`src/rtl/secded_pkg.sv`:
```
`default_nettype none
// ----------------------------------------------------------------------------
// secded_pkg: shared types and helpers for the 72/64 secded codec
// word layout, command and status codes, position mapping functions
// ----------------------------------------------------------------------------
package secded_pkg;

    localparam int unsigned WORD_BITS = 72;
    localparam int unsigned DATA_BITS = 64;
    localparam int unsigned HEAD_BITS = 8;
    localparam int unsigned SYN_BITS  = 7;

    localparam logic CMD_ENCODE = 1'b0;
    localparam logic CMD_DECODE = 1'b1;

    typedef enum logic [1:0] {
        ST_CLEAN  = 2'd0,
        ST_SINGLE = 2'd1,
        ST_DOUBLE = 2'd2,
        ST_RANGE  = 2'd3
    } t_status;

    typedef logic [WORD_BITS-1:0] t_word72;   // bit p holds word position p

    typedef struct packed {
        logic                 command;
        logic [DATA_BITS-1:0] data_in;
        logic [HEAD_BITS-1:0] code_head_in;
        logic [DATA_BITS-1:0] code_body_in;
    } t_in_word;

    typedef struct packed {
        logic [DATA_BITS-1:0] data_out;
        logic [HEAD_BITS-1:0] code_head_out;
        logic [DATA_BITS-1:0] code_body_out;
        logic [SYN_BITS-1:0]  syndrome;
        t_status              error_status;
    } t_out_word;

    // position 0 and every power of two are parity / check positions
    function automatic logic is_check_pos(input int unsigned p);
        return (p == 0) || ((p & (p - 1)) == 0);
    endfunction

    // positions whose index has bit k set
    function automatic t_word72 syn_mask(input int unsigned k);
        t_word72 m;
        m = '0;
        for (int unsigned p = 0; p < WORD_BITS; p++) begin
            m[p] = ((p >> k) & 1) != 0;
        end
        return m;
    endfunction

    // head msb is position 0, body msb is position 8
    function automatic t_word72 join_word(input logic [HEAD_BITS-1:0] head,
                                          input logic [DATA_BITS-1:0] body);
        t_word72 w;
        w = '0;
        for (int unsigned p = 0; p < HEAD_BITS; p++) begin
            w[p] = head[HEAD_BITS-1-p];
        end
        for (int unsigned p = HEAD_BITS; p < WORD_BITS; p++) begin
            w[p] = body[WORD_BITS-1-p];
        end
        return w;
    endfunction

    function automatic logic [HEAD_BITS-1:0] word_head(input t_word72 w);
        logic [HEAD_BITS-1:0] h;
        h = '0;
        for (int unsigned p = 0; p < HEAD_BITS; p++) begin
            h[HEAD_BITS-1-p] = w[p];
        end
        return h;
    endfunction

    function automatic logic [DATA_BITS-1:0] word_body(input t_word72 w);
        logic [DATA_BITS-1:0] b;
        b = '0;
        for (int unsigned p = HEAD_BITS; p < WORD_BITS; p++) begin
            b[WORD_BITS-1-p] = w[p];
        end
        return b;
    endfunction

    // data msb goes to the lowest data position, check positions left clear
    function automatic t_word72 place_data(input logic [DATA_BITS-1:0] d);
        t_word72     w;
        int unsigned k;
        w = '0;
        k = 0;
        for (int unsigned p = 0; p < WORD_BITS; p++) begin
            if (!is_check_pos(p)) begin
                w[p] = d[DATA_BITS-1-k];
                k++;
            end
        end
        return w;
    endfunction

    function automatic logic [DATA_BITS-1:0] extract_data(input t_word72 w);
        logic [DATA_BITS-1:0] d;
        int unsigned          k;
        d = '0;
        k = 0;
        for (int unsigned p = 0; p < WORD_BITS; p++) begin
            if (!is_check_pos(p)) begin
                d[DATA_BITS-1-k] = w[p];
                k++;
            end
        end
        return d;
    endfunction

endpackage
`default_nettype wire

```
`src/rtl/secded_syndrome.sv`:
```
`default_nettype none
// ----------------------------------------------------------------------------
// secded_syndrome: syndrome and overall parity of one 72-bit word
// one xor tree per syndrome bit plus one for parity
// ----------------------------------------------------------------------------
module secded_syndrome (
    input  wire secded_pkg::t_word72                  i_word,
    output logic [secded_pkg::SYN_BITS-1:0]           o_syndrome,
    output logic                                      o_parity
);
    import secded_pkg::*;

    for (genvar k = 0; k < SYN_BITS; k++) begin : g_syn
        assign o_syndrome[k] = ^(i_word & syn_mask(k));
    end

    assign o_parity = ^i_word;

endmodule
`default_nettype wire

```
`src/rtl/secded_corr.sv`:
```
`default_nettype none
// ----------------------------------------------------------------------------
// secded_corr: result builder
// fills check and parity bits on encode, corrects and classifies on decode
// ----------------------------------------------------------------------------
module secded_corr (
    input  wire                                       i_command,
    input  wire [secded_pkg::DATA_BITS-1:0]           i_data,
    input  wire secded_pkg::t_word72                  i_word,
    input  wire [secded_pkg::SYN_BITS-1:0]            i_syndrome,
    input  wire                                       i_parity,
    output secded_pkg::t_out_word                     o_result
);
    import secded_pkg::*;

    t_word72 enc_body;
    t_word72 enc_word;
    t_word72 flip_vec;
    t_word72 dec_word;
    logic    in_range;
    t_status dec_status;

    // encode: syndrome of the bare data word gives the check bits directly
    always_comb begin
        enc_body = i_word;
        for (int unsigned k = 0; k < SYN_BITS; k++) begin
            enc_body[1 << k] = i_syndrome[k];
        end
        enc_word    = enc_body;
        enc_word[0] = ^enc_body;
    end

    // decode: on odd parity flip the in-range syndrome position, 0 if zero
    assign in_range = i_syndrome < SYN_BITS'(WORD_BITS);
    assign flip_vec = (i_parity && in_range) ? (t_word72'(1) << i_syndrome) : '0;
    assign dec_word = i_word ^ flip_vec;

    always_comb begin
        priority if (i_syndrome == '0) begin
            dec_status = i_parity ? ST_SINGLE : ST_CLEAN;
        end else if (!i_parity) begin
            dec_status = ST_DOUBLE;
        end else if (in_range) begin
            dec_status = ST_SINGLE;
        end else begin
            dec_status = ST_RANGE;
        end
    end

    always_comb begin
        if (i_command == CMD_DECODE) begin
            o_result.data_out      = extract_data(dec_word);
            o_result.code_head_out = word_head(dec_word);
            o_result.code_body_out = word_body(dec_word);
            o_result.syndrome      = i_syndrome;
            o_result.error_status  = dec_status;
        end else begin
            o_result.data_out      = i_data;
            o_result.code_head_out = word_head(enc_word);
            o_result.code_body_out = word_body(enc_word);
            o_result.syndrome      = '0;
            o_result.error_status  = ST_CLEAN;
        end
    end

endmodule
`default_nettype wire

```
`src/rtl/secded_72_64_codec_core.sv`:
```
`default_nettype none
// each word passes through the input register and then the result register before result valid
// throughput: one word per cycle, sustained while the output is not stalled
// the xor trees for syndrome and parity lie on the path from the input register to the result register
// reset: synchronous active low, clears both valid flags; payload regs unreset
// ----------------------------------------------------------------------------
// secded_72_64_codec_core: extended hamming secded encoder / decoder
// 72-bit code words with 64 data bits, single correct, double detect
// ----------------------------------------------------------------------------
module secded_72_64_codec_core (
    input  wire                        i_clk,
    input  wire                        i_rst_n,
    // input channel
    input  wire                        i_in_valid,
    output logic                       o_in_stall,
    input  wire secded_pkg::t_in_word  i_in_word,
    // result channel
    output logic                       o_out_valid,
    input  wire                        i_out_stall,
    output secded_pkg::t_out_word      o_out_word
);
    import secded_pkg::*;

    // input register
    logic      r_in_valid;
    t_in_word  r_in_word;
    logic      n_in_valid;
    // result register
    logic      r_out_valid;
    t_out_word r_out_word;
    logic      n_out_valid;

    logic      out_free;     // result register can take a word this cycle
    logic      in_free;      // input register can take a word this cycle

    t_word72              placed_word;
    t_word72              rx_word;
    t_word72              syn_word;
    logic [SYN_BITS-1:0]  syndrome;
    logic                 parity;
    t_out_word            result;

    // handshake: each register loads when it is empty or being emptied
    assign out_free   = !r_out_valid || !i_out_stall;
    assign in_free    = !r_in_valid || out_free;
    assign o_in_stall = !in_free;

    always_comb begin
        n_in_valid  = r_in_valid;
        n_out_valid = r_out_valid;
        if (in_free) begin
            n_in_valid = i_in_valid;
        end
        if (out_free) begin
            n_out_valid = r_in_valid;
        end
    end

    always_ff @(posedge i_clk) begin
        if (!i_rst_n) begin
            r_in_valid  <= 1'b0;
            r_out_valid <= 1'b0;
        end else begin
            r_in_valid  <= n_in_valid;
            r_out_valid <= n_out_valid;
        end
    end

    always_ff @(posedge i_clk) begin
        if (in_free && i_in_valid) begin
            r_in_word <= i_in_word;
        end
        if (out_free && r_in_valid) begin
            r_out_word <= result;
        end
    end

    // one syndrome tree serves both commands: on encode it runs over the
    // data-only word and its output is the check bit pattern
    assign placed_word = place_data(r_in_word.data_in);
    assign rx_word     = join_word(r_in_word.code_head_in, r_in_word.code_body_in);
    assign syn_word    = (r_in_word.command == CMD_DECODE) ? rx_word : placed_word;

    secded_syndrome u_syndrome (
        .i_word     (syn_word),
        .o_syndrome (syndrome),
        .o_parity   (parity)
    );

    secded_corr u_corr (
        .i_command  (r_in_word.command),
        .i_data     (r_in_word.data_in),
        .i_word     (syn_word),
        .i_syndrome (syndrome),
        .i_parity   (parity),
        .o_result   (result)
    );

    assign o_out_valid = r_out_valid;
    assign o_out_word  = r_out_word;

`ifndef SYNTHESIS
    // a held input word is not dropped while the result side is blocked
    a_hold_in: assert property (@(posedge i_clk) disable iff (!i_rst_n)
        (r_in_valid && !out_free) |=> r_in_valid)
        else $error("input word lost while result stalled");

    // double error always comes with a nonzero syndrome
    a_double_syn: assert property (@(posedge i_clk) disable iff (!i_rst_n)
        (o_out_valid && o_out_word.error_status == ST_DOUBLE)
            |-> (o_out_word.syndrome != '0))
        else $error("double error reported with zero syndrome");

    // out of range status only for syndromes past the last position
    a_range_syn: assert property (@(posedge i_clk) disable iff (!i_rst_n)
        (o_out_valid && o_out_word.error_status == ST_RANGE)
            |-> (o_out_word.syndrome >= SYN_BITS'(WORD_BITS)))
        else $error("range status with in-range syndrome");

    // reset empties the pipeline
    a_reset_empty: assert property (@(posedge i_clk)
        !i_rst_n |=> (!o_out_valid && !r_in_valid))
        else $error("valid set after reset");
`endif

endmodule
`default_nettype wire

```
`config.mk`:
```
export PLATFORM = sky130hd
export DESIGN_NAME = secded_72_64_codec_core
export DESIGN_NICKNAME = d
export VERILOG_FILES = /design/src/rtl/secded_pkg.sv /design/src/rtl/secded_syndrome.sv /design/src/rtl/secded_corr.sv /design/src/rtl/secded_72_64_codec_core.sv
export SDC_FILE = /design/constraint.sdc
export NUM_CORES = 1
export LEC_CHECK = 0
export BUFFER_PORTS_ARGS = -buffer_cell sky130_fd_sc_hd__buf_2
export CAP_MARGIN = 20
export CORE_MARGIN = 3
export CORE_UTILIZATION = 45
export DETAILED_ROUTE_END_ITERATION = 8
export GPL_ROUTABILITY_DRIVEN = 1
export PLACE_DENSITY = 0.73
export SETUP_SLACK_MARGIN = 0.4
export SLEW_MARGIN = 20
export SYNTH_ARGS = -nofsm -noshare
export SYNTH_HDL_FRONTEND = slang
export SYNTH_SLANG_ARGS = --single-unit
export TNS_END_PERCENT = 10
```
`constraint.sdc`:
```
create_clock -name i_clk -period 17.8 [get_ports i_clk]
set_clock_uncertainty 0.05 [all_clocks]
set_input_delay 1.78 -clock i_clk [delete_from_list [all_inputs] [get_ports i_clk]]
set_output_delay 1.78 -clock i_clk [all_outputs]
set_load 0.01 [all_outputs]
```
### After elaboration in Yosys (flattened, before gate mapping)

Cells that the tools add are included.

| operators by class | value |
|---|---|
| magnitude comparators | 127 |
| $add $sub $neg | 125 |
| bitwise operators | 1 |
| muxes and demuxes | 322 |
| reduce and logical (&&, ||, !) cells | 82 |
| shift-type cells | 1 |

Operators by type and width:

| kind | count |
|---|---|
| bitwise mux 64 bit | 63 |
| 2-to-1 mux 64 bit | 62 |
| >= comparator 32 x 1 -> 1 bit, second input constant | 63 |
| < comparator 32 x 7 -> 1 bit, second input constant | 63 |
| 2-to-1 mux 32 bit | 63 |
| subtractor 6 x 32 -> 32 bit, first input constant | 63 |
| adder 32 x 1 -> 32 bit, second input constant | 62 |
| XOR reduction 72 bit | 9 |
| demux 1 bit (select 6 bit) | 63 |
| 2-to-1 mux 145 bit | 1 |
| 2-to-1 mux 72 bit | 2 |
| left shift 1 x 7 -> 72 bit, first input constant | 1 |
| XOR 72 bit | 1 |
| logical AND 1 bit | 66 |
| 2-to-1 mux 1 bit | 65 |
| logical NOT 7 bit | 1 |
| < comparator 7 bit, second input constant | 1 |
| 2-to-1 mux 2 bit | 3 |
| logical NOT 1 bit | 4 |
| logical OR 1 bit | 2 |

| storage, ports and cells | value |
|---|---|
| input port bits | 141 |
| output and inout bits | 147 |
| register bits | 284 |
| logic and storage cells | 669 |

### Logic depth before layout (Yosys ltp)

| depth | value |
|---|---|
| depth after elaboration | 133 |
| gate-level depth with buffers | 14 |
| mapped depth without buffers | 9 |

### Hierarchy

From an unflattened synthesis, not the netlist that was laid out.

| unflattened totals | value |
|---|---|
| cells, all modules | 1092 |
| area, all modules | 14415.1 µm² |

Modules (own cells, without submodules):

| module | cells an instance | sequential area each (µm²) | area each (µm²) | times used |
|---|---|---|---|---|
| secded_72_64_codec_core | 370 | 8508.2 | 9693.0 | 1 |
| secded_corr | 590 | 0.0 | 3479.6 | 1 |
| secded_syndrome | 132 | 0.0 | 1242.4 | 1 |

### Worst setup path after synthesis

Ideal clock, no wire load.

| timing path | value |
|---|---|
| kind | input to register |
| from | in i_out_stall |
| to | reg r_out_word (netlist bit o_out_word[0]), enable pin |
| setup slack | 4.631 ns |
| path buffers | 0 |
| stages on the path | 1 |
| library setup time | 0.869 ns |
| data arrival time | 12.250 ns |
| required time | 16.881 ns |
| cells stage by stage | a21boi_0 |

| on the way | value |
|---|---|
| word-level cells in the longest chain between the ends | 3 |

RTL lines:

| item | RTL line | source |
|---|---|---|
| from (decl) | secded_72_64_codec_core.sv:19 | `input wire i_out_stall,` |
| logical NOT 1 bit | secded_72_64_codec_core.sv:44 | `assign out_free = !r_out_valid \|\| !i_out_stall;` |
| logical OR 1 bit | secded_72_64_codec_core.sv:44 |  |
| logical AND 1 bit | secded_72_64_codec_core.sv:73 | `if (out_free && r_in_valid) begin` |
| to (signal assigned) | secded_72_64_codec_core.sv:74 | `r_out_word <= result;` |
| to (decl) | secded_72_64_codec_core.sv:30 | `t_out_word r_out_word;` |

Every way passes these cells.
A chain may end at the register's enable or synchronous reset.

==> results.md <==
Status:
- The flow ran to the end, and the final reports show no timing, DRC or antenna violations.

Logic synthesis:
- The post-synthesis sequential area ratio is 63.4%.
- Ranked by total cell area, the synthesized netlist is headed by sky130_fd_sc_hd__edfxtp_1 (63%), sky130_fd_sc_hd__a31oi_1 (6.3%), sky130_fd_sc_hd__xor2_1 (5.9%), sky130_fd_sc_hd__xnor2_1 (4.6%), sky130_fd_sc_hd__mux2i_1 (3.0%).
- A synthesized cell averages 13.8 µm².
- In this run, synthesis produced a sequential element count of 284.
- In this run the biggest area consumer among cell types represents 63.1% of the synthesized area.
- The post-synthesis net count is 1,110.
- The area of the mapped netlist is 13,400 µm².
- For this run, the number of Yosys warnings is 0.
- Counting every instance in the synthesized netlist gives 969.
- Of all cell types, the one taking the most synthesized area is sky130_fd_sc_hd__edfxtp_1.
- After synthesis, the netlist uses 37 different library cells.

Setup path:
- STA classifies the critical path startpoint as a flop.
- The arrival time at the worst endpoint is 5430 ps.
- The master of the slowest instance on the critical path is sky130_fd_sc_hd__or4_1.
- The kind of cell adding the most delay to the critical path is XOR/XNOR gates.
- STA classifies the critical path endpoint as a flop.
- The origin of the critical flop-to-flop path is r_in_word[136].
- In this run the worst path has a maximum fanout of 53.
- STA puts the critical path data required time at 18,120 ps.
- For flop-to-flop paths, the worst setup slack is 12,690 ps.
- The largest stage delay on the critical path is 660 ps.
- The first element of the critical path is r_in_word[136].
- The worst reg2reg path endpoint is o_out_word[135].
- The buffers plus inverters on the worst setup path is 2.
- The critical path class is reg2reg.
- The critical path goes through buf_4 > inv_6 > mux2i_1 > xnor2_1 > xnor3_1 > xnor3_1 > xor2_1 > nand2_1 > or4_1 > a31oi_1.
- The depth of the most critical reg-to-reg path is 10.
- The cell type with the highest occurrence count on the critical path is sky130_fd_sc_hd__xnor3_1.

GRT:
- Entering global routing, the biggest net connects 100 pins.
- The total overflow left after global routing is 0.
- The via count of the first global-routing pass was 8,671.
- Global routing consumed, over all layers together, 21.1% of the routing resources.
- The number of antenna violations at the first check in global routing is 2.
- The first global-routing pass estimated 50,300 µm of wire.

Detailed routing:
- The post-detailed-route via-to-cell ratio is 5.65.
- The overall routed net length is 35,300 µm.
- The final antenna-violating net count is 0.
- The pre-antenna-repair detailed-routing pass consisted of 7 iterations.
- The first-iteration detailed-routing DRC count is 860.
- The via count of the routed design is 9,350.
- After detailed routing, the number of remaining DRC violations is 0.
- In the final routed layout, each cell accounts on average for 21.3 µm.

Die:
- The y dimension of the die is 179 µm.
- The number of top-level pins is 288.
- Measured along the x axis, the die boundary spans 179 µm.
- The full die area is 31,900 µm².
- The number of core rows is 62.
- The initial core utilization is 46.3%.
- The core region is 29,000 µm².

Timing:
- Based on the critical path, the design can be clocked at up to 196 MHz.
- The summed negative setup slack over all endpoints is 0 ps.
- The final hold violation count is 0.
- The setup violation total in the final timing report is 0.
- Measured against its own limit, the worst slew margin works out to 32.4%.
- The final critical-path share of the clock period is 28.7%.
- The clock period could shrink to 5110 ps.
- The transition time at the pin with the least slew margin is 1010 ps.
- The number of slew-limit violations in the final report is 0.
- Setup repair after global routing left no endpoint under its margin.

Clock tree:
- TritonCTS built the clock tree.
- The clock slew at the register clock pins of the worst setup and hold paths is 60 ps.
- The clock root buffer master is sky130_fd_sc_hd__clkbuf_16.
- The total CTS buffers is 31.
- The number of H-tree levels is 1.
- After clock tree synthesis, the repair step resized 0 gates.
- Hold repair after CTS inserted 0 buffers.
- The post-CTS setup buffer count is 0.
- The latest clock arrival within the worst-skew pair is 550 ps.
- The tree built by TritonCTS fans out to 284 sinks.
- The number of buffers on the longest clock path is 3.

Hold path:
- Counting instances, the worst hold path has a depth of 2.
- The startpoint identified for the worst hold timing path is r_in_valid.
- In this run the worst hold path is classified as reg2reg.
- The capture endpoint of the worst hold path is o_out_valid.

Power:
- In this run the power density over the cells is 155 nW/µm².
- The total power is 2.52 mW.
- IR analysis of the VDD net gives a maximum drop of 0.000143 V.
- The static leakage is 6.02 nW.

Layout:
- The number of cells in the finished layout apart from fillers is 1,656.
- The utilization after layout is 56.2%.
- The layout overhead on the synthesized area is 21.6%.
- The share of cells above drive strength 1 is 28.7%.
- After the last flow step, the layout net total stands at 1,389.

Place:
- The total half-perimeter wirelength after legalization and detailed placement is 24,700 µm.
- The congestion estimate from routability-driven global placement came to 0.812.
- During placement, the flow inserted port buffers numbering 287.
- The number of placed instances with taps included is 1,598.

Job:
- Across the run, the number of max-cap violations was 0.
==> cell families (layout without fill, tap and decap cells) <==
group / Yosys count / after routing / share of synthesized area (%)
flip-flops: 284 / 284 / 63.4
other: 0 / 1 / 0
multiplexers: 44 / 44 / 3.52
AND/OR/NAND/NOR: 180 / 180 / 7.22
XOR/XNOR: 182 / 182 / 13.7
AO/OA/AOI/OAI: 225 / 225 / 10.2
buffers and inverters: 54 / 356 / 1.98
==> synth_stat cells (all sizes together) <==
cell     instances
a21boi           1
a21oi           12
a31oi          136
and2             3
and3             1
buf              8
clkbuf          43
dfxtp            2
edfxtp         282
inv              3
mux2i           44
nand2            5
nand4           13
nand4bb          1
nor2            79
nor2b            2
nor3             1
o21a             1
o21ai           50
o31ai           25
or3             48
or4             25
or4b             2
xnor2           75
xnor3           13
xor2            93
xor3             1
==> state kept, by name, indices dropped and copies added, names as in the netlist <==
| register | flops |
|---|---|
| o_out_word | 145 |
| r_in_word | 136 |
| o_out_valid | 1 |
| placed_word | 1 |
| r_in_valid | 1 |
==> per-stage QoR <==
stage / worst slack [ps] / hold slack [ps] / area (µm²)
after floorplan: 4630 / 416 / 13400
after global placement: 12920 / 443 / 15200
after detailed placement: 12710 / 468 / 15200
after CTS: 12670 / 478 / 16300
after global routing: 12350 / 525 / 16300
final: 12690 / 477 / 16300
==> worst reg2reg max path, stage by stage (launching register included) <==
cell                       delay [ps]
sky130_fd_sc_hd__edfxtp_1         350
sky130_fd_sc_hd__buf_4            300
sky130_fd_sc_hd__inv_6            560
sky130_fd_sc_hd__mux2i_1          550
sky130_fd_sc_hd__xnor2_1          190
sky130_fd_sc_hd__xnor3_1          440
sky130_fd_sc_hd__xnor3_1          440
sky130_fd_sc_hd__xor2_1           560
sky130_fd_sc_hd__nand2_1          590
sky130_fd_sc_hd__or4_1            660
sky130_fd_sc_hd__a31oi_1          230
==> routing by layer <==
layer	GRT usage (%)	vias up	wire, µm
li1	-	4329	-
met2	33.4	448	16300
met3	4.74	77	3140
met4	7.14	2	1220
met5	0	-	20
met1	28.9	4494	14600
==> power breakdown <==
part | internal [mW] | total [mW] | switching, mW
combinational | 0.308 | 0.985 | 0.677
clock | 0.433 | 0.694 | 0.260
sequential | 0.812 | 0.845 | 0.0331
total | 1.55 | 2.52 | 0.971
==> cells in the final DEF (no fill, tap or decap), types with 3 or more instances in the layout <==
| cell | count |
|---|---|
| sky130_fd_sc_hd__xor2_1 | 91 |
| sky130_fd_sc_hd__nand4_1 | 12 |
| sky130_fd_sc_hd__xnor2_1 | 69 |
| sky130_fd_sc_hd__nand2_1 | 5 |
| sky130_fd_sc_hd__edfxtp_1 | 282 |
| sky130_fd_sc_hd__mux2i_1 | 40 |
| sky130_fd_sc_hd__clkbuf_8 | 3 |
| sky130_fd_sc_hd__nor2_1 | 79 |
| sky130_fd_sc_hd__or3_1 | 48 |
| sky130_fd_sc_hd__clkinv_2 | 3 |
| sky130_fd_sc_hd__clkbuf_16 | 31 |
| sky130_fd_sc_hd__xnor3_1 | 13 |
| sky130_fd_sc_hd__o21ai_0 | 50 |
| sky130_fd_sc_hd__buf_2 | 287 |
| sky130_fd_sc_hd__xnor2_2 | 6 |
| sky130_fd_sc_hd__inv_6 | 3 |
| sky130_fd_sc_hd__bufinv_16 | 7 |
| sky130_fd_sc_hd__o31ai_1 | 25 |
| sky130_fd_sc_hd__clkbuf_1 | 6 |
| sky130_fd_sc_hd__a31oi_1 | 136 |
| sky130_fd_sc_hd__and2_1 | 3 |
| sky130_fd_sc_hd__buf_4 | 9 |
| sky130_fd_sc_hd__or4_1 | 25 |
| sky130_fd_sc_hd__a21oi_1 | 12 |
==> cell type report <==
| cell class | count | area [µm²] |
|---|---|---|
| well taps | 384 | 480 |
| multi-input cells | 631 | 4670 |
| fillers | 2402 | 12700 |
| flip-flops and latches | 284 | 8510 |
| repair buffers | 297 | 1520 |
| clock inverters | 16 | 270 |
| diodes | 1 | 2.50 |
| inverters | 3 | 16.3 |
| clock buffers | 40 | 840 |
==> worst max-delay path by stage <==
stage	end	depth (start not counted)
3_5_place_dp	o_out_word[11]	10
4_1_cts	o_out_word[11]	10
2_1_floorplan	o_out_word[0]	1
6_report	o_out_word[135]	10
3_3_place_gp	o_out_word[9]	10
5_1_grt	o_out_word[81]	10
Power figures use the tool's default switching activity.
